`src/hw/rtl/mrpq_pkg.sv`:
```
// ----------------------------------------------------------------------------
// mrpq_pkg
// Shared sizes, codes, command/status bundles and pointer helpers for the
// multi-reader packet queue.
// ----------------------------------------------------------------------------
`timescale 1ns / 1ps
`default_nettype none

package mrpq_pkg;

  // Storage sizing.
  localparam int QUEUE_DEPTH = 64;
  localparam int MAX_READERS = 8;
  localparam int WORD_BITS   = 32;

  // Pointers run over twice the depth so full and empty differ.
  localparam int PTR_SPAN = 2 * QUEUE_DEPTH;
  localparam int PTR_W    = $clog2(PTR_SPAN);
  localparam int SLOT_W   = $clog2(QUEUE_DEPTH);
  localparam int RD_W     = (MAX_READERS > 1) ? $clog2(MAX_READERS) : 1;
  localparam int CNT_W    = $clog2(MAX_READERS + 1);

  // Port field widths.
  localparam int KIND_W   = 3;
  localparam int SUB_W    = 3;
  localparam int AMT_W    = 7;
  localparam int PKT_W    = 32;
  localparam int STATUS_W = 3;
  localparam int VALUE_W  = 7;

  typedef enum logic [KIND_W-1:0] {
    KIND_APPEND   = 3'd0,
    KIND_REGISTER = 3'd1,
    KIND_COUNT    = 3'd2,
    KIND_READ     = 3'd3,
    KIND_CONSUME  = 3'd4,
    KIND_RECLAIM  = 3'd5
  } kind_e;

  typedef enum logic [STATUS_W-1:0] {
    STATUS_OK      = 3'd0,
    STATUS_RANGE   = 3'd1,
    STATUS_FULL    = 3'd2,
    STATUS_NO_SLOT = 3'd3,
    STATUS_UNKNOWN = 3'd4
  } status_e;

  typedef enum logic [2:0] {
    ST_IDLE,
    ST_CHECK,
    ST_RECLAIM,
    ST_RD_ADDR,
    ST_RD_OUT
  } state_e;

  // Controller to datapath.
  typedef struct packed {
    logic load_req;
    logic commit;
    logic start_read;
    logic step_reclaim;
    logic issue_read;
    logic emit_packet;
  } mrpq_cmd_t;

  // Datapath to controller.
  typedef struct packed {
    logic is_reclaim;
    logic read_go;
    logic reclaim_done;
    logic read_last;
    logic out_free;
  } mrpq_stat_t;

  function automatic logic [PTR_W-1:0] ptr_inc(input logic [PTR_W-1:0] p);
    logic [PTR_W-1:0] r;
    if (p == PTR_W'(PTR_SPAN - 1)) r = '0;
    else r = p + 1'b1;
    return r;
  endfunction

  function automatic logic [PTR_W-1:0] ptr_dist(input logic [PTR_W-1:0] from_p,
                                                input logic [PTR_W-1:0] to_p);
    logic [PTR_W:0] t;
    if (to_p >= from_p) t = {1'b0, to_p} - {1'b0, from_p};
    else t = {1'b0, to_p} + (PTR_W + 1)'(PTR_SPAN) - {1'b0, from_p};
    return t[PTR_W-1:0];
  endfunction

  function automatic logic [SLOT_W-1:0] ptr_slot(input logic [PTR_W-1:0] p);
    logic [PTR_W-1:0] t;
    if (p >= PTR_W'(QUEUE_DEPTH)) t = p - PTR_W'(QUEUE_DEPTH);
    else t = p;
    return t[SLOT_W-1:0];
  endfunction

  function automatic logic [PTR_W-1:0] ptr_add(input logic [PTR_W-1:0] p,
                                               input logic [PTR_W-1:0] n);
    logic [PTR_W:0] s;
    s = {1'b0, p} + {1'b0, n};
    if (s >= (PTR_W + 1)'(PTR_SPAN)) s = s - (PTR_W + 1)'(PTR_SPAN);
    return s[PTR_W-1:0];
  endfunction

endpackage

`default_nettype wire

```
`src/hw/rtl/mrpq_ctrl.sv`:
```
// ----------------------------------------------------------------------------
// mrpq_ctrl
// Request sequencer: takes one word at a time, then steers the datapath
// through checking, reclaiming or packet read-out.
// ----------------------------------------------------------------------------
`timescale 1ns / 1ps
`default_nettype none

module mrpq_ctrl (
  input  logic               clk_i,
  input  logic               rst_ni,
  input  logic               in_valid_i,
  output logic               in_stall_o,
  input  mrpq_pkg::mrpq_stat_t stat_i,
  output mrpq_pkg::mrpq_cmd_t  cmd_o
);
  import mrpq_pkg::*;

  state_e state_q, state_d;

  always_ff @(posedge clk_i or negedge rst_ni) begin
    if (!rst_ni) begin
      state_q <= ST_IDLE;
    end else begin
      state_q <= state_d;
    end
  end

  always_comb begin
    state_d    = state_q;
    cmd_o      = '0;
    in_stall_o = 1'b1;
    case (state_q)
      ST_IDLE: begin
        in_stall_o = 1'b0;
        if (in_valid_i) begin
          cmd_o.load_req = 1'b1;
          state_d        = ST_CHECK;
        end
      end
      ST_CHECK: begin
        if (stat_i.is_reclaim) begin
          state_d = ST_RECLAIM;
        end else if (stat_i.read_go) begin
          cmd_o.start_read = 1'b1;
          state_d          = ST_RD_ADDR;
        end else if (stat_i.out_free) begin
          cmd_o.commit = 1'b1;
          state_d      = ST_IDLE;
        end
      end
      ST_RECLAIM: begin
        // One packet freed per cycle until a reader or the writer is met.
        if (!stat_i.reclaim_done) begin
          cmd_o.step_reclaim = 1'b1;
        end else if (stat_i.out_free) begin
          cmd_o.commit = 1'b1;
          state_d      = ST_IDLE;
        end
      end
      ST_RD_ADDR: begin
        cmd_o.issue_read = 1'b1;
        state_d          = ST_RD_OUT;
      end
      ST_RD_OUT: begin
        if (stat_i.out_free) begin
          cmd_o.emit_packet = 1'b1;
          state_d           = stat_i.read_last ? ST_IDLE : ST_RD_ADDR;
        end
      end
      default: begin
        state_d = ST_IDLE;
      end
    endcase
  end

endmodule

`default_nettype wire

```
`src/hw/rtl/mrpq_datapath.sv`:
```
// ----------------------------------------------------------------------------
// mrpq_datapath
// Request register, queue pointers, packet store and the output word
// register, driven by commands from the sequencer.
// ----------------------------------------------------------------------------
`timescale 1ns / 1ps
`default_nettype none

module mrpq_datapath (
  input  logic                             clk_i,
  input  logic                             rst_ni,
  input  mrpq_pkg::mrpq_cmd_t              cmd_i,
  output mrpq_pkg::mrpq_stat_t             stat_o,
  input  logic [mrpq_pkg::KIND_W-1:0]      kind_i,
  input  logic [mrpq_pkg::SUB_W-1:0]       subscriber_i,
  input  logic [mrpq_pkg::AMT_W-1:0]       amount_i,
  input  logic [mrpq_pkg::PKT_W-1:0]       packet_word_i,
  input  logic                             out_stall_i,
  output logic                             out_valid_o,
  output logic [mrpq_pkg::STATUS_W-1:0]    status_o,
  output logic [mrpq_pkg::VALUE_W-1:0]     value_o,
  output logic [mrpq_pkg::PKT_W-1:0]       packet_out_o,
  output logic                             carries_packet_o,
  output logic                             last_o
);
  import mrpq_pkg::*;

  // Request held for the duration of its work.
  logic [KIND_W-1:0]    req_kind_q;
  logic [SUB_W-1:0]     req_sub_q;
  logic [AMT_W-1:0]     req_amount_q;
  logic [WORD_BITS-1:0] req_word_q;

  // Queue state.
  logic [PTR_W-1:0] oldest_q;
  logic [PTR_W-1:0] write_q;
  logic [PTR_W-1:0] rp_q [MAX_READERS];
  logic [CNT_W-1:0] count_q;

  // Read-out walker.
  logic [PTR_W-1:0] rd_ptr_q;
  logic [AMT_W-1:0] remain_q;

  logic [WORD_BITS-1:0] mem [QUEUE_DEPTH];
  logic [WORD_BITS-1:0] mem_rdata_q;

  // Output word register.
  logic                out_valid_q;
  logic [STATUS_W-1:0] status_q;
  logic [VALUE_W-1:0]  value_q;
  logic [PKT_W-1:0]    packet_q;
  logic                carries_q;
  logic                last_q;

  logic [RD_W-1:0]  sub_idx;
  logic             sub_ok;
  logic [PTR_W-1:0] rp_sel;
  logic [PTR_W-1:0] pending;
  logic [PTR_W-1:0] held;
  logic             amt_ok;
  logic             blocked;
  status_e          res_status;
  logic [VALUE_W-1:0] res_value;
  logic             do_append;
  logic             do_register;
  logic             do_consume;
  logic             out_free;

  assign sub_idx  = RD_W'(req_sub_q);
  assign sub_ok   = 32'(req_sub_q) < 32'(count_q);
  assign rp_sel   = rp_q[sub_idx];
  assign pending  = ptr_dist(rp_sel, write_q);
  assign held     = ptr_dist(oldest_q, write_q);
  assign amt_ok   = 32'(req_amount_q) <= 32'(pending);
  assign out_free = !out_valid_q || !out_stall_i;

  always_comb begin
    blocked = 1'b0;
    for (int i = 0; i < MAX_READERS; i++) begin
      if ((32'(i) < 32'(count_q)) && (rp_q[i] == oldest_q)) blocked = 1'b1;
    end
  end

  // Whole-request check; nothing changes unless the request is valid.
  always_comb begin
    res_status  = STATUS_OK;
    res_value   = '0;
    do_append   = 1'b0;
    do_register = 1'b0;
    do_consume  = 1'b0;
    case (req_kind_q)
      KIND_APPEND: begin
        if (held >= PTR_W'(QUEUE_DEPTH)) res_status = STATUS_FULL;
        else do_append = 1'b1;
      end
      KIND_REGISTER: begin
        if (count_q >= CNT_W'(MAX_READERS)) begin
          res_status = STATUS_NO_SLOT;
        end else begin
          do_register = 1'b1;
          res_value   = VALUE_W'(count_q);
        end
      end
      KIND_COUNT: begin
        if (!sub_ok) res_status = STATUS_UNKNOWN;
        else res_value = VALUE_W'(pending);
      end
      KIND_READ: begin
        if (!sub_ok) res_status = STATUS_UNKNOWN;
        else if (!amt_ok) res_status = STATUS_RANGE;
      end
      KIND_CONSUME: begin
        if (!sub_ok) res_status = STATUS_UNKNOWN;
        else if (!amt_ok) res_status = STATUS_RANGE;
        else do_consume = 1'b1;
      end
      KIND_RECLAIM: begin
        res_status = STATUS_OK;
      end
      default: begin
        res_status = STATUS_RANGE;
      end
    endcase
  end

  assign stat_o.is_reclaim   = (req_kind_q == KIND_RECLAIM);
  assign stat_o.read_go      = (req_kind_q == KIND_READ) && sub_ok && amt_ok &&
                               (req_amount_q != '0);
  assign stat_o.reclaim_done = (oldest_q == write_q) || blocked;
  assign stat_o.read_last    = (remain_q == AMT_W'(1));
  assign stat_o.out_free     = out_free;

  always_ff @(posedge clk_i) begin
    if (cmd_i.load_req) begin
      req_kind_q   <= kind_i;
      req_sub_q    <= subscriber_i;
      req_amount_q <= amount_i;
      req_word_q   <= WORD_BITS'(packet_word_i);
    end
  end

  always_ff @(posedge clk_i or negedge rst_ni) begin
    if (!rst_ni) begin
      oldest_q <= '0;
      write_q  <= '0;
      count_q  <= '0;
      rd_ptr_q <= '0;
      remain_q <= '0;
      for (int i = 0; i < MAX_READERS; i++) rp_q[i] <= '0;
    end else begin
      if (cmd_i.commit && do_append) write_q <= ptr_inc(write_q);
      if (cmd_i.commit && do_register) begin
        rp_q[RD_W'(count_q)] <= oldest_q;
        count_q              <= count_q + 1'b1;
      end
      // The amount fits the pointer width once it is known not to exceed pending.
      if (cmd_i.commit && do_consume) begin
        rp_q[sub_idx] <= ptr_add(rp_sel, PTR_W'(req_amount_q));
      end
      if (cmd_i.step_reclaim) oldest_q <= ptr_inc(oldest_q);
      if (cmd_i.start_read) begin
        rd_ptr_q <= rp_sel;
        remain_q <= req_amount_q;
      end
      if (cmd_i.issue_read) rd_ptr_q <= ptr_inc(rd_ptr_q);
      if (cmd_i.emit_packet) remain_q <= remain_q - 1'b1;
    end
  end

  always_ff @(posedge clk_i) begin
    if (cmd_i.commit && do_append) mem[ptr_slot(write_q)] <= req_word_q;
    if (cmd_i.issue_read) mem_rdata_q <= mem[ptr_slot(rd_ptr_q)];
  end

  always_ff @(posedge clk_i or negedge rst_ni) begin
    if (!rst_ni) begin
      out_valid_q <= 1'b0;
    end else if (cmd_i.commit || cmd_i.emit_packet) begin
      out_valid_q <= 1'b1;
    end else if (!out_stall_i) begin
      out_valid_q <= 1'b0;
    end
  end

  always_ff @(posedge clk_i) begin
    if (cmd_i.commit) begin
      status_q  <= res_status;
      value_q   <= res_value;
      packet_q  <= '0;
      carries_q <= 1'b0;
      last_q    <= 1'b1;
    end else if (cmd_i.emit_packet) begin
      status_q  <= STATUS_OK;
      value_q   <= '0;
      packet_q  <= PKT_W'(mem_rdata_q);
      carries_q <= 1'b1;
      last_q    <= stat_o.read_last;
    end
  end

  assign out_valid_o      = out_valid_q;
  assign status_o         = status_q;
  assign value_o          = value_q;
  assign packet_out_o     = packet_q;
  assign carries_packet_o = carries_q;
  assign last_o           = last_q;

endmodule

`default_nettype wire

```
`src/hw/rtl/multi_reader_packet_queue_core.sv`:
```
// ----------------------------------------------------------------------------
// multi_reader_packet_queue_core
// Broadcast packet queue with one write pointer and a read pointer for each
// registered subscriber.
// ----------------------------------------------------------------------------
// The block takes one request word at a time. A request is accepted while
// idle and checked in the next cycle; a request with a single result word
// (append, register, count query, consume, rejected requests) then has its
// word loaded into the output register when the output is free. A read of N
// packets does, for each packet, a store read and then a load of the output
// register. A reclaim frees one packet per step, comparing the oldest pointer
// against all registered subscriber pointers and the write pointer at each
// step. A stalled output holds the sequence at the point where a word is to
// be loaded; a new request is still accepted while a finished word waits.
`timescale 1ns / 1ps
`default_nettype none

module multi_reader_packet_queue_core (
  input  logic                          clk_i,
  input  logic                          rst_ni,
  input  logic                          in_valid_i,
  output logic                          in_stall_o,
  input  logic [mrpq_pkg::KIND_W-1:0]   kind_i,
  input  logic [mrpq_pkg::SUB_W-1:0]    subscriber_i,
  input  logic [mrpq_pkg::AMT_W-1:0]    amount_i,
  input  logic [mrpq_pkg::PKT_W-1:0]    packet_word_i,
  output logic                          out_valid_o,
  input  logic                          out_stall_i,
  output logic [mrpq_pkg::STATUS_W-1:0] status_o,
  output logic [mrpq_pkg::VALUE_W-1:0]  value_o,
  output logic [mrpq_pkg::PKT_W-1:0]    packet_out_o,
  output logic                          carries_packet_o,
  output logic                          last_o
);
  import mrpq_pkg::*;

  mrpq_cmd_t  cmd;
  mrpq_stat_t stat;

  mrpq_ctrl u_ctrl (
    .clk_i      (clk_i),
    .rst_ni     (rst_ni),
    .in_valid_i (in_valid_i),
    .in_stall_o (in_stall_o),
    .stat_i     (stat),
    .cmd_o      (cmd)
  );

  mrpq_datapath u_datapath (
    .clk_i            (clk_i),
    .rst_ni           (rst_ni),
    .cmd_i            (cmd),
    .stat_o           (stat),
    .kind_i           (kind_i),
    .subscriber_i     (subscriber_i),
    .amount_i         (amount_i),
    .packet_word_i    (packet_word_i),
    .out_stall_i      (out_stall_i),
    .out_valid_o      (out_valid_o),
    .status_o         (status_o),
    .value_o          (value_o),
    .packet_out_o     (packet_out_o),
    .carries_packet_o (carries_packet_o),
    .last_o           (last_o)
  );

  // A request is worked on alone, so the input is busy right after a word is taken.
  assert property (@(posedge clk_i) disable iff (!rst_ni)
    in_valid_i && !in_stall_o |=> in_stall_o)
    else $error("input accepted a second word while a request was in work");

  // Packet words are only produced by a successful read.
  assert property (@(posedge clk_i) disable iff (!rst_ni)
    out_valid_o && carries_packet_o |-> status_o == STATUS_OK && value_o == '0)
    else $error("packet word carries a status or value");

  // Every request other than a read ends with its single word.
  assert property (@(posedge clk_i) disable iff (!rst_ni)
    out_valid_o && !carries_packet_o |-> last_o)
    else $error("non-packet word without last mark");

  // A rejected request reports no value.
  assert property (@(posedge clk_i) disable iff (!rst_ni)
    out_valid_o && status_o != STATUS_OK |-> value_o == '0 && !carries_packet_o)
    else $error("rejected request reports a value");

endmodule

`default_nettype wire
```
`config.mk`:
```
export PLATFORM = sky130hd
export DESIGN_NAME = multi_reader_packet_queue_core
export DESIGN_NICKNAME = d
export VERILOG_FILES = /design/src/hw/rtl/mrpq_pkg.sv /design/src/hw/rtl/mrpq_ctrl.sv /design/src/hw/rtl/mrpq_datapath.sv /design/src/hw/rtl/multi_reader_packet_queue_core.sv
export SDC_FILE = /design/constraint.sdc
export NUM_CORES = 2
export LEC_CHECK = 0
export ABC_AREA = 1
export BUFFER_PORTS_ARGS = -buffer_cell sky130_fd_sc_hd__buf_2
export CAP_MARGIN = 20
export CORE_AREA = 2 2 522 524
export CTS_CLUSTER_DIAMETER = 40
export DETAILED_ROUTE_END_ITERATION = 16
export DIE_AREA = 0 0 524 526
export GPL_TIMING_DRIVEN = 1
export SETUP_SLACK_MARGIN = 0.4
export SLEW_MARGIN = 0
export SYNTH_ARGS = -nofsm -noshare
export SYNTH_HDL_FRONTEND = slang
export SYNTH_HIERARCHICAL = 1
export SYNTH_SLANG_ARGS = --single-unit
```
`constraint.sdc`:
```
create_clock -name clk_i -period 10.6 [get_ports clk_i]
set_input_delay 0.53 -clock clk_i [delete_from_list [all_inputs] [get_ports clk_i]]
set_output_delay 0.53 -clock clk_i [all_outputs]
set_load 0.01 [all_outputs]
```
; Word level (Yosys, flattened, before mapping)
; Memory sizes are Yosys's and may differ from the RTL's. A register that Yosys moved wholly into a read port is not among the register bits.
; Cells that the tools add are included.
; Widths: inputs -> output; s select.
[classes]
add_sub_neg = 14
mul = 0
div_mod_pow = 0
magnitude_cmp = 21
eq_ne = 26
n_shift = 0
mux = 80
bitwise = 2
n_reduce_logical = 29
[op_table]
columns = cell, count
row1 = $mux 7, 18
row2 = $bwmux 56, 2
row3 = $mux 56, 2
row4 = $eq 7x7->1, 9
row5 = $demux 7 s3, 2
row6 = $mux 1, 32
row7 = $mux 3, 10
row8 = $pmux 3 s5, 2
row9 = $add 7x1->7 const B, 4
row10 = $sub 7x7->7, 4
row11 = $mux 6, 4
row12 = $bmux 7 s3, 1
row13 = $eq 7x7->1 const B, 3
row14 = $ge 7x7->1 const B, 3
row15 = $logic_and 1x1->1, 16
row16 = $lt 3x4->1 const A, 4
row17 = $ge 7x7->1, 2
row18 = $pmux 7 s2, 1
row19 = $sub 7x1->7 const B, 2
row20 = $eq 3x2->1 const B, 4
row21 = $ge 4x4->1 const B, 3
row22 = $sub 6x1->6 const B, 2
row23 = $eq 3x3->1 const B, 3
row24 = $add 7x7->8, 1
row25 = other kinds (22), 38
[word_totals]
register_bits = 181
latch_bits = 0
mem_bits_rw = 2048
rom_bits = 0
inputBits = 49
output_inout_bits = 46
wordCells = 197
memories = 1
[memory_table]
columns = name, depth, word_bits, rd, rd_clocked_by_memory_dff, wr, line_no
row1 = u_datapath.mem, 64, 32, 1, 1, 1, mrpq_datapath.sv:44  ; logic [WORD_BITS-1:0] mem [QUEUE_DEPTH];

; Logic depth before layout (Yosys ltp)
[logic_depth]
ltp_word = 17
ltp_mapped = 37
depth_no_buf = 33

; Hierarchy
; Netlist, hierarchy kept.
[by_module_without_submodules]
columns = mod, instances, cells_each, area_each_um2, seq_area_each_um2
row1 = mrpq_datapath, 1, 8187, 93683.6, 67019.3
row2 = mrpq_ctrl, 1, 46, 274.0, 75.1

; Least setup slack after synthesis
; Ideal clock, no wire load.
[synth_timing]
path_kind = register to register
startpoint = register u_datapath.req_sub_q[0]
endpoint = memory u_datapath.mem[15][0] (enable)
setup_time_ns = 0.421
arrival_time_ns = 5.561
t_required_ns = 10.179
path_slack_ns = 4.618
stages_incl_launch_ff = 34
path_buffers = 4
period_less_slack_ns = 5.982
path_cell_list = edfxtp_1 > buf_2 > clkinv_2 > clkbuf_1 > nand2_1 > a21oi_1 > o21ai_0 > nand2_1 > ha_1 > inv_1 > fa_1 > nand4_1 > o211ai_1 > nand2_1 > nand2_1 > ha_1 > nand2_1 > nor2_1 > nand2_1 > nand2_1 > nand2_1 > nand4_1 > inv_1 > nor2_1 > nand4_1 > nand2_1 > buf_2 > inv_1 > nor4_1 > nand2_1 > inv_2 > buf_4 > nand2_1 > nor2_1
[synth_lines]
columns = element, line_no
row1 = "start, declared", mrpq_datapath.sv:30  ; logic [SUB_W-1:0] req_sub_q;
row2 = "start signal, assigned", mrpq_datapath.sv:136  ; req_sub_q <= subscriber_i;
row3 = "end, declared", mrpq_datapath.sv:44

==> metrics <==
cell-internal power=19400 uW; synth top area cells=edfxtp_1, nand2_1, nor2_1, o21ai_0, dfrtp_1; Synth Flop Type=edfxtp_1; Post-route DRC=0; Die Y=526 um; DR pass1 iterations=6; Core Box Area=270000 um2; #FFs+latches synth=2261; Filler cells=25200; vias per cell=5.30; Worst R2R Path Depth=30; post-DP HPWL=171 mm; Tightest Hold Check Type=in -> async; MaxCap Viol Count=0; chip width=524 um; largest net degree at the start of global routing=211; clock slew at the register clock pins of the worst setup and hold paths=60 ps; power density cells=292 nW/um2; ys async rst share=4.07%; Pwr Total=31800 uW; Yosys top cell area share=68.2%; Nets=8410; switching share of total power=38.8%; Hold Violations, Final=0; placed cells=11500; Critical Path AT=8730 ps; fin crit period=8210 ps; crit path capture type=register; YS warnings=6; Slew @ Worst Pin=1460 ps; Slowest cell on crit path=nor2_4; Reg area=67100 um2; count of different cell masters after synthesis=49; WS Path Type=reg -> reg; Multi-input gate area=23900 um2; wire length per cell=24.4 um; Rel. slew slack=2.44%; most frequent cell after synthesis=edfxtp_1; count of pins over their slew limit=0; CTS sink count=2261; Setup Viol. Count Final=0; cells resized by post-CTS repair=0; Flop pwr share=34.6%; Die ar.=276000 um2; most used cell, CP=nand2_1; num ports=95; CP max stage delay=1260 ps; TritonCTS buffer count=321; post-synthesis sequential area ratio=71.4%; H-tree depth=5; Switch Pwr=12300 uW; first-pass GRT wire length=420 mm; Netlist Area Pre-Place=94000 um2; startpoint types=register; clk_lat worst skew=940 ps; Max Freq=122 MHz; Post-Route WL=296 mm; setup TNS=0 ps; EDFF count, synth=2135; Max clock buf depth=4; initial core utilization=34.8%; CTS tree=yes; number of cell rows=191; unrepaired setup endpoints after global routing=false; total global-route track usage=20.8%; Final ANT Viol Nets=0; clock share of power=33.1%; commonest cells in the netlist=edfxtp_1, nand2_1, nor2_1; Syn Nets=8318; routability cong.=0.950; share of cells above drive strength 1=9.59%; cell leakage power=0.0388 uW; area added between synthesis and finish=15.9%; port bufs=94; cell count after synthesis=8233; worst vdd ir=0.226 mV; antenna violations before repair=20; number of global-route vias before repair=59900; Avg Synthesized Cell Area=11.4 um2; WP data required=11120 ps; 1st-iter DRT viols=9363; CP Max Fanout=32; Post-Layout Cell Count=12100; Clock Tree Root=clkbuf_16; status=completed; Clock Skew=88.4 ps; vias=64300; cell taking the most area after synthesis=edfxtp_1; overflow left after global routing=0; Tcrit/Tclk final=77.4%; Comb pwr share=32.3%
## cell families (layout without fill, tap and decap cells)
family | after synthesis | count (layout) | share of synthesized area (%)
fa+ha+maj | 36 | 36 | 0.495
compound gates | 1300 | 1300 | 7.53
simple gates | 3841 | 3841 | 16.2
flops | 2261 | 2261 | 71.4
other cells | 0 | 4 | 0
buf+inv | 725 | 1057 | 3.74
xor+xnor | 70 | 70 | 0.653
## path summary, 6_finish.rpt
path	start	endpoint	slack, ps
max in group asynchronous	rst_ni	u_datapath/rp_q[41]	9090
setup reg to reg	u_datapath/req_sub_q[2]	u_datapath/mem[62][14]	2390
min in group clk_i	in_valid_i	u_datapath/req_word_q[12]	150
hold reg to reg	u_datapath/mem_rdata_q[10]	u_datapath/packet_out_o[10]	450
setup / recovery	u_datapath/req_sub_q[2]	u_datapath/mem[62][14]	2390
hold / removal	rst_ni	u_datapath/rd_ptr_q[1]	120
## area by class of cell
| type | instances | share of cell area [%] |
|---|---|---|
| well taps | 3570 | 4.10 |
| flip-flops and latches | 2261 | 61.6 |
| diodes | 4 | 0.00919 |
| clock inverters | 205 | 2.03 |
| multi-input cells | 5247 | 21.9 |
| inverters | 252 | 0.912 |
| repair buffers | 242 | 1.76 |
| clock buffers | 358 | 7.63 |
## through the flow
stage	hold WS, ps	util (%)	cell area, um2	setup slack [ps]
floorplan	234	-	94000	4620
global placement	442	36.2	97800	2440
detailed placement	447	36.3	97800	2440
CTS	93.4	40.3	109000	2400
global route	109	40.4	109000	1760
finish	122	40.4	109000	2390
## registers in the layout, indices dropped and copies added (netlist names), 3 cells and up
name                     cells
u_datapath/req_word_q       32
u_datapath/status_o          3
u_datapath/value_o           7
u_datapath/remain_q          7
u_datapath/mem            2048
u_datapath/req_kind_q        3
u_datapath/mem_rdata_q      32
u_ctrl/state_q               3
u_datapath/rd_ptr_q          7
u_datapath/packet_out_o     32
u_datapath/oldest_q          7
u_datapath/rp_q             56
u_datapath/count_q           4
u_datapath/req_sub_q         3
u_datapath/req_amount_q      7
u_datapath/write_q           7
## cell usage in the layout, fill, tap and decap left out, drive strengths merged, types with 2 or more instances in the layout
cell         count
edfxtp        2135
nand2         1804
nor2          1524
o21ai          957
nand3          461
clkbuf         358
inv            290
buf            195
o211ai         154
a21oi          133
clkinv         100
dfrtp           92
dlygate4sd3     47
xor2            47
clkinvlp        34
ha              34
dfxtp           34
bufinv          33
a22o            32
xnor2           23
nand4           22
nor3            18
o22ai            8
or2              7
diode            4
a22oi            3
nand3b           2
o2bb2ai          2
a21o             2
a31oi            2
a32oi            2
fa               2
## critical path, delay by kind of cell, from the launching register on
kind	cells	cell delay, ps
AO/OA/AOI/OAI	2	540
XOR/XNOR	1	260
adder cells (fa/ha/maj)	2	410
buffers and inverters	6	1120
flip-flops	1	790
AND/OR/NAND/NOR	19	4650
## per-layer routing
| layer | GRT usage [%] | routed length, um |
|---|---|---|
| met1 | 28.6 | 120000 |
| met2 | 31.8 | 133000 |
| met3 | 4.66 | 30700 |
| met4 | 8.03 | 12500 |
| met5 | 0 | 13 |
## power groups by stage
stage	clock network, uW	registers [uW]	logic, uW
global placement	0	11200	9890
detailed placement	0	11200	9950
global route	11000	11000	10900
CTS	10600	11000	10000
finish	10500	11000	10300
floorplan	0	11200	5760
## repair_timing
item / CTS / global route
hold endpoints to repair: 71 / 0
hold buffers: 47 / 0
setup buffers: 0 / 0
No activity file was read; power rests on OpenSTA's default activity.
